## src/rtl/ssc_pkg.sv

```systemverilog
// shared types, constants and the crc-8/maxim byte update for the scratchpad checker
// no dependencies
`timescale 1ns / 1ps

package ssc_pkg;

  localparam int unsigned BYTE_W   = 8;
  localparam int unsigned POS_W    = 4;
  localparam int unsigned TEMP_W   = 16;
  localparam int unsigned STATUS_W = 2;

  // index of the crc byte, the last one of a frame
  localparam logic [POS_W-1:0] LAST_POS = 4'd8;

  // expected reserved byte values
  localparam logic [BYTE_W-1:0] OK_FF    = 8'hFF;
  localparam logic [BYTE_W-1:0] OK_SEVEN = 8'h10;
  localparam logic [BYTE_W-1:0] LINE_OPEN_BYTE  = 8'hFF;
  localparam logic [BYTE_W-1:0] LINE_SHORT_BYTE = 8'h00;

  // per-bit xor terms of one reflected 0x31 byte update
  localparam logic [BYTE_W-1:0] CRC_TERMS [BYTE_W] = '{
    8'h5E, 8'hBC, 8'h61, 8'hC2, 8'h9D, 8'h23, 8'h46, 8'h8C
  };

  typedef enum logic [STATUS_W-1:0] {
    ST_OK    = 2'd0,
    ST_OPEN  = 2'd1,
    ST_SHORT = 2'd2,
    ST_CRC   = 2'd3
  } status_t;

  // one byte of crc-8/maxim
  function automatic logic [BYTE_W-1:0] crc_step(input logic [BYTE_W-1:0] crc,
                                                 input logic [BYTE_W-1:0] b);
    logic [BYTE_W-1:0] x;
    logic [BYTE_W-1:0] r;
    x = crc ^ b;
    r = '0;
    for (int i = 0; i < BYTE_W; i++) begin
      if (x[i]) r = r ^ CRC_TERMS[i];
    end
    return r;
  endfunction

endpackage

```

## src/rtl/sensor_scratchpad_checker_core.sv

```systemverilog
// an input beat reaches its result beat through the input register, then the result register
// throughput: one scratchpad byte per cycle; one result beat per nine input bytes
// back pressure on the result side stalls only the crc byte, held in the input register
// reset: rst_n synchronous, active low; clears the frame state and both valid flags
// depends on ssc_pkg
`timescale 1ns / 1ps

module sensor_scratchpad_checker_core (
  input  logic                          clk,
  input  logic                          rst_n,
  input  logic                          in_tvalid,
  output logic                          in_tready,
  input  logic [ssc_pkg::BYTE_W-1:0]    in_tdata,   // [7:0] scratch_byte
  output logic                          out_tvalid,
  input  logic                          out_tready,
  output logic [ssc_pkg::TEMP_W-1:0]    out_tdata,  // [15:0] temperature
  output logic [ssc_pkg::STATUS_W-1:0]  out_tuser   // [1:0] status
);
  import ssc_pkg::*;

  // input register
  logic              in_vld_r;
  logic [BYTE_W-1:0] byte_r;

  // frame state
  logic [BYTE_W-1:0] crc_r,     crc_nxt;
  logic [POS_W-1:0]  pos_r,     pos_nxt;
  logic [BYTE_W-1:0] temp_lo_r, temp_lo_nxt;
  logic [BYTE_W-1:0] temp_hi_r, temp_hi_nxt;
  logic              ff_ok_r,   ff_ok_nxt;
  logic [BYTE_W-1:0] seven_r,   seven_nxt;

  // result register
  logic              out_vld_r;
  logic [TEMP_W-1:0] temp_r,    temp_nxt;
  status_t           status_r,  status_nxt;

  logic [BYTE_W-1:0] crc_upd;
  logic              is_last;
  logic              frame_ok;
  logic              out_free;
  logic              stage_adv;

  // handshake between the two registers
  assign is_last   = (pos_r >= LAST_POS);
  assign out_free  = !out_vld_r || out_tready;
  assign stage_adv = in_vld_r && (!is_last || out_free);
  assign in_tready = !in_vld_r || stage_adv;

  // crc and frame check
  assign crc_upd  = crc_step(crc_r, byte_r);
  assign frame_ok = (crc_upd == '0) && ff_ok_r && (seven_r == OK_SEVEN);

  // next frame state
  always_comb begin
    crc_nxt     = crc_r;
    pos_nxt     = pos_r;
    temp_lo_nxt = temp_lo_r;
    temp_hi_nxt = temp_hi_r;
    ff_ok_nxt   = ff_ok_r;
    seven_nxt   = seven_r;
    if (stage_adv) begin
      if (is_last) begin
        crc_nxt     = '0;
        pos_nxt     = '0;
        temp_lo_nxt = '0;
        temp_hi_nxt = '0;
        ff_ok_nxt   = 1'b0;
        seven_nxt   = '0;
      end else begin
        crc_nxt = crc_upd;
        pos_nxt = pos_r + 4'd1;
        if (pos_r == 4'd0) temp_lo_nxt = byte_r;
        if (pos_r == 4'd1) temp_hi_nxt = byte_r;
        if (pos_r == 4'd5) ff_ok_nxt   = (byte_r == OK_FF);
        if (pos_r == 4'd7) seven_nxt   = byte_r;
      end
    end
  end

  // result value
  always_comb begin
    temp_nxt = '0;
    if (frame_ok) begin
      temp_nxt   = {temp_hi_r, temp_lo_r};
      status_nxt = ST_OK;
    end else if (seven_r == LINE_OPEN_BYTE) begin
      status_nxt = ST_OPEN;
    end else if (seven_r == LINE_SHORT_BYTE) begin
      status_nxt = ST_SHORT;
    end else begin
      status_nxt = ST_CRC;
    end
  end

  // control and frame state registers
  always_ff @(posedge clk) begin
    if (!rst_n) begin
      in_vld_r  <= 1'b0;
      out_vld_r <= 1'b0;
      crc_r     <= '0;
      pos_r     <= '0;
      temp_lo_r <= '0;
      temp_hi_r <= '0;
      ff_ok_r   <= 1'b0;
      seven_r   <= '0;
    end else begin
      if (in_tready) in_vld_r <= in_tvalid;
      if (stage_adv && is_last) begin
        out_vld_r <= 1'b1;
      end else if (out_tready) begin
        out_vld_r <= 1'b0;
      end
      crc_r     <= crc_nxt;
      pos_r     <= pos_nxt;
      temp_lo_r <= temp_lo_nxt;
      temp_hi_r <= temp_hi_nxt;
      ff_ok_r   <= ff_ok_nxt;
      seven_r   <= seven_nxt;
    end
  end

  // payload registers
  always_ff @(posedge clk) begin
    if (in_tvalid && in_tready) byte_r <= in_tdata;
    if (stage_adv && is_last) begin
      temp_r   <= temp_nxt;
      status_r <= status_nxt;
    end
  end

  assign out_tvalid = out_vld_r;
  assign out_tdata  = temp_r;
  assign out_tuser  = status_r;

endmodule

```

## config.mk

```make
export PLATFORM = sky130hd
export DESIGN_NAME = sensor_scratchpad_checker_core
export DESIGN_NICKNAME = d
export VERILOG_FILES = /design/src/rtl/ssc_pkg.sv /design/src/rtl/sensor_scratchpad_checker_core.sv
export SDC_FILE = /design/constraint.sdc
export NUM_CORES = 1
export LEC_CHECK = 0
export BUFFER_PORTS_ARGS = -buffer_cell sky130_fd_sc_hd__buf_2
export CAP_MARGIN = 20
export CORE_MARGIN = 1.5
export CORE_UTILIZATION = 50
export DETAILED_ROUTE_END_ITERATION = 12
export GPL_TIMING_DRIVEN = 1
export PLACE_DENSITY_LB_ADDON = 0.08
export SLEW_MARGIN = 5
export SYNTH_ARGS = -nofsm -noshare
export SYNTH_HDL_FRONTEND = slang
export SYNTH_SLANG_ARGS = --single-unit
export TNS_END_PERCENT = 20
```

## constraint.sdc

```tcl
create_clock -name clk -period 3.38 [get_ports clk]
set_input_delay 0.338 -clock clk [delete_from_list [all_inputs] [get_ports clk]]
set_output_delay 0.338 -clock clk [all_outputs]
set_load 0.005 [all_outputs]
```

==> impl_summary.md <==
Status
The run finished with clean final reports.

Worst setup path
The startpoint identified for the worst register-to-register timing path is byte_r[4]$_DFFE_PP_. The worst setup path is of the flop to flop kind. Of all nets on the critical path, the largest fanout is 18. For the worst setup path, the data required time is 3.45 ns. Measured in cells, the most critical reg-to-reg path has a length of 4. STA puts the critical path data arrival time at roughly 2.5 ns. The worst setup path is launched from a flop. For flop-to-flop paths, the worst setup slack is between 0.9 and 1 ns. STA classifies the critical path endpoint as a flop. The end of the worst register-to-register path is out_tuser[0]$_SDFFCE_PP0P_.

Routing
In the final routed layout, each cell accounts on average for 16.4 um. The first-pass detailed-route iteration total is 4. Dividing the detail-routed via count by the number of cells gives 5.59.

For this block, the initial DRC count from the detailed router was 110. In this run the remaining antenna-violating nets after routing total 0. In the routed design, unresolved DRC markers number 0. After detailed routing, the total wire length is about 6300 um.

Across all layers, the routed design uses 2141 vias.

Final layout
The most common cell after layout, fill and taps aside is sky130_fd_sc_hd__dfxtp_1. Leaving out filler cells and counting taps, the final layout contains about 380. The area added between synthesis and finish is 12.8%. The fill cell total of the finished layout is 536. The final layout contains between 300 and 400 nets. The finished layout cell area is 3410 um^2. The library cells used most frequently in the layout, excluding fill and tap cells, are sky130_fd_sc_hd__dfxtp_1 (39), sky130_fd_sc_hd__buf_2 (31), sky130_fd_sc_hd__edfxtp_1 (26), sky130_fd_sc_hd__nor2b_1 (19). The fraction of layout cells with a size suffix above 1 is 22.4%. The number of diodes is 0.

Yosys
A synthesized cell averages 11.0 um^2. The mapped netlist covers 3020 um^2. For this run, asynchronously set or reset flops after synthesis account for 0%. Counting every net in the synthesized netlist gives ~290. Counting flops with a built-in enable in the synthesized netlist gives 26. The number of instances in the synthesized netlist is 274.

The main flop type after synthesis is sky130_fd_sc_hd__dfxtp_1. The number of synthesized register bits is 65. The number of distinct library cell variants in the gate-level netlist after synthesis is 41. The sequential area share after synthesis is about half. The total number of yosys warnings is 0.

Worst hold path
The type of the tightest min-delay check is input port to flop. The startpoint of the tightest hold check path is in_tdata[7]. The number of instances on the worst hold path is 1. The worst hold path terminates at byte_r[7]$_DFFE_PP_.

Flow run
The count of maximum capacitance violations is 0.

Clock network
The count of hold-fix buffers inserted at cts is 0. Clock-pin slew was measured on the worst setup and hold paths at 0.07 ns. In this run the clock root is driven by a sky130_fd_sc_hd__clkbuf_8.

The clock tree from TritonCTS is built. The clock latency reported for the late side of the worst-skew pair is 0.34 ns. Buffers inserted during clock tree synthesis total 9. Gates resized during post-CTS repair numbered 0. The count of buffers added by post-CTS timing repair for setup is 0. The H-tree was split into 3 levels. Clock tree synthesis found a total of 65 sinks. The number of buffers on the longest clock path is 2.

Timing
The post-route fraction of the period consumed by the critical path is 70.8%. The worst slew margin relative to its limit is 39.6%. The minimum clock period is around 2.4 ns. The number of max-slew violations in the final report was 0. Setup repair after global routing left no endpoint under its margin. The slew at the pin with the worst max-slew slack is 0.902 ns. The worst clock skew is roughly 0.0064 ns. The highest clock frequency the design can meet is 418 MHz. The setup total negative slack is 0 ns. Setup violations remaining at the end of the flow were counted as 0. The number of hold violations in the final report was 0.

Power and ir drop
The reported leakage power is 0.00128 uW. IR analysis of the VDD net gives a maximum drop of 0.313 mV. In this run the power density over the cells is 520 nW/um^2.

GRT
The leftover overflow at the end of global routing is 0. The wire length of the first global-routing pass is 10400 um. The via count of the first global-routing pass came to 2044. Entering global routing, the biggest net connects 43 pins. The overall global routing resource usage is 21.8%. The number of antenna violations at the first check in global routing is 0.

Floorplanning
The core area is just under 6000 um^2. In this run the count of I/O pins placed on the die edge is 32. The area enclosed by the die boundary is 6520 um^2.

The floorplan step set the die height to 80.8 um. The die is 80.8 um wide. The initial core utilization is between 50% and 60%. In this run the core area contains 28 standard-cell rows.

Placement
The placed instances occupy a cell area of 3220 um^2. The congestion estimate from routability-driven global placement came to 0.840. The post-DP HPWL is 4200 um.

The count of buffers inserted at the top-level ports is 31. Once placement completed, the tool counted placed cells totaling 367.
area by class of cell:
cell class	instances	area [um^2]	area share (%)
clock inverter	5	56.3	1.65
inverter	5	18.8	0.550
timing repair buffer	33	170	4.99
sequential	65	1560	45.8
tap	75	93.8	2.75
multi-input combinational	189	1380	40.4
clock buffer	11	131	3.85
worst max-delay path by stage:
stage,from,end,depth (start not counted)
5_1_grt,byte_r[4]$_DFFE_PP_,out_tuser[0]$_SDFFCE_PP0P_,4
3_5_place_dp,byte_r[4]$_DFFE_PP_,out_tuser[0]$_SDFFCE_PP0P_,4
2_1_floorplan,byte_r[4]$_DFFE_PP_,out_tuser[0]$_SDFFCE_PP0P_,5
4_1_cts,byte_r[4]$_DFFE_PP_,out_tdata[3]$_SDFFCE_PN0P_,4
6_report,byte_r[4]$_DFFE_PP_,out_tuser[0]$_SDFFCE_PP0P_,4
3_3_place_gp,byte_r[4]$_DFFE_PP_,out_tuser[0]$_SDFFCE_PP0P_,4
per-stage QoR:
step / hold WS (ns) / power [uW] / setup slack [ns] / utilization (%)
2_1_floorplan: 0.436 / 1100 / 1.40 / -
3_3_place_gp: 0.449 / 1150 / 1.06 / 54.8
3_5_place_dp: 0.454 / 1150 / 0.928 / 54.8
4_1_cts: 0.159 / 1790 / 0.914 / 58.0
5_1_grt: 0.150 / 1850 / 0.851 / 58.0
6_report: 0.173 / 1770 / 0.988 / 58.0
where the power goes:
part           leakage (uW)  switching [uW]  total, uW  internal (uW)
logic              0.000623             130        262            132
clock network     0.0000933             296        636            340
registers          0.000567            29.3        876            847
total               0.00128             455       1770           1320
synth_stat cells (6+ instances only):
| cell type | instances | area share [%] |
|---|---|---|
| sky130_fd_sc_hd__edfxtp_1 | 26 | 26 |
| sky130_fd_sc_hd__clkbuf_1 | 13 | 1.6 |
| sky130_fd_sc_hd__and2_1 | 9 | 1.9 |
| sky130_fd_sc_hd__nor2b_1 | 19 | 3.9 |
| sky130_fd_sc_hd__dfxtp_1 | 39 | 26 |
| sky130_fd_sc_hd__nand2_1 | 16 | 2.0 |
| sky130_fd_sc_hd__nor2_1 | 8 | 0.99 |
| sky130_fd_sc_hd__a21boi_0 | 14 | 3.5 |
| sky130_fd_sc_hd__nand4b_1 | 6 | 1.7 |
| sky130_fd_sc_hd__nand4_1 | 13 | 2.7 |
| sky130_fd_sc_hd__a22oi_1 | 7 | 1.7 |
| sky130_fd_sc_hd__and2_2 | 16 | 4.0 |
| sky130_fd_sc_hd__a21oi_1 | 7 | 1.2 |
| sky130_fd_sc_hd__nand3_1 | 14 | 2.3 |
| sky130_fd_sc_hd__xnor2_1 | 8 | 2.3 |
| sky130_fd_sc_hd__o2bb2ai_1 | 6 | 1.7 |
registers in the layout, indices dropped and copies added (netlist names):
| register | count |
|---|---|
| out_tdata | 16 |
| out_tuser | 2 |
| ff_ok_r | 1 |
| in_vld_r | 1 |
| byte_r | 8 |
| temp_hi_r | 8 |
| crc_r | 8 |
| pos_r | 4 |
| temp_lo_r | 8 |
| seven_r | 8 |
| out_tvalid | 1 |
critical path, cell delays in order, from the launching register on:
cell and delay, ns:
sky130_fd_sc_hd__edfxtp_1 0.50, sky130_fd_sc_hd__xnor2_1 0.28, sky130_fd_sc_hd__xnor3_2 0.56, sky130_fd_sc_hd__nor4_4 0.66, sky130_fd_sc_hd__nor2_1 0.12
layer usage:
layer  wire [um]  up-vias  track usage, %
met3         303       12            4.49
li1            -     1061               -
met4         145        0            11.6
met5           0        -               0
met2        2910       50            33.6
met1        2930     1018            28.9
kinds of logic (layout without fill, tap and decap cells):
kind of cell               Yosys count  after routing  share of synthesized area, %
buffers and inverters               20             54                          2.73
adders and majority gates            3              3                          1.24
and+or+nand+nor                    122            122                          25.1
DFF                                 65             65                          51.6
xor gates and xnor gates            14             14                          6.95
AOI/OAI and AO/OA                   45             45                          10.7
muxes                                5              5                          1.66
Note: power is estimated with default switching activity, not from simulation.
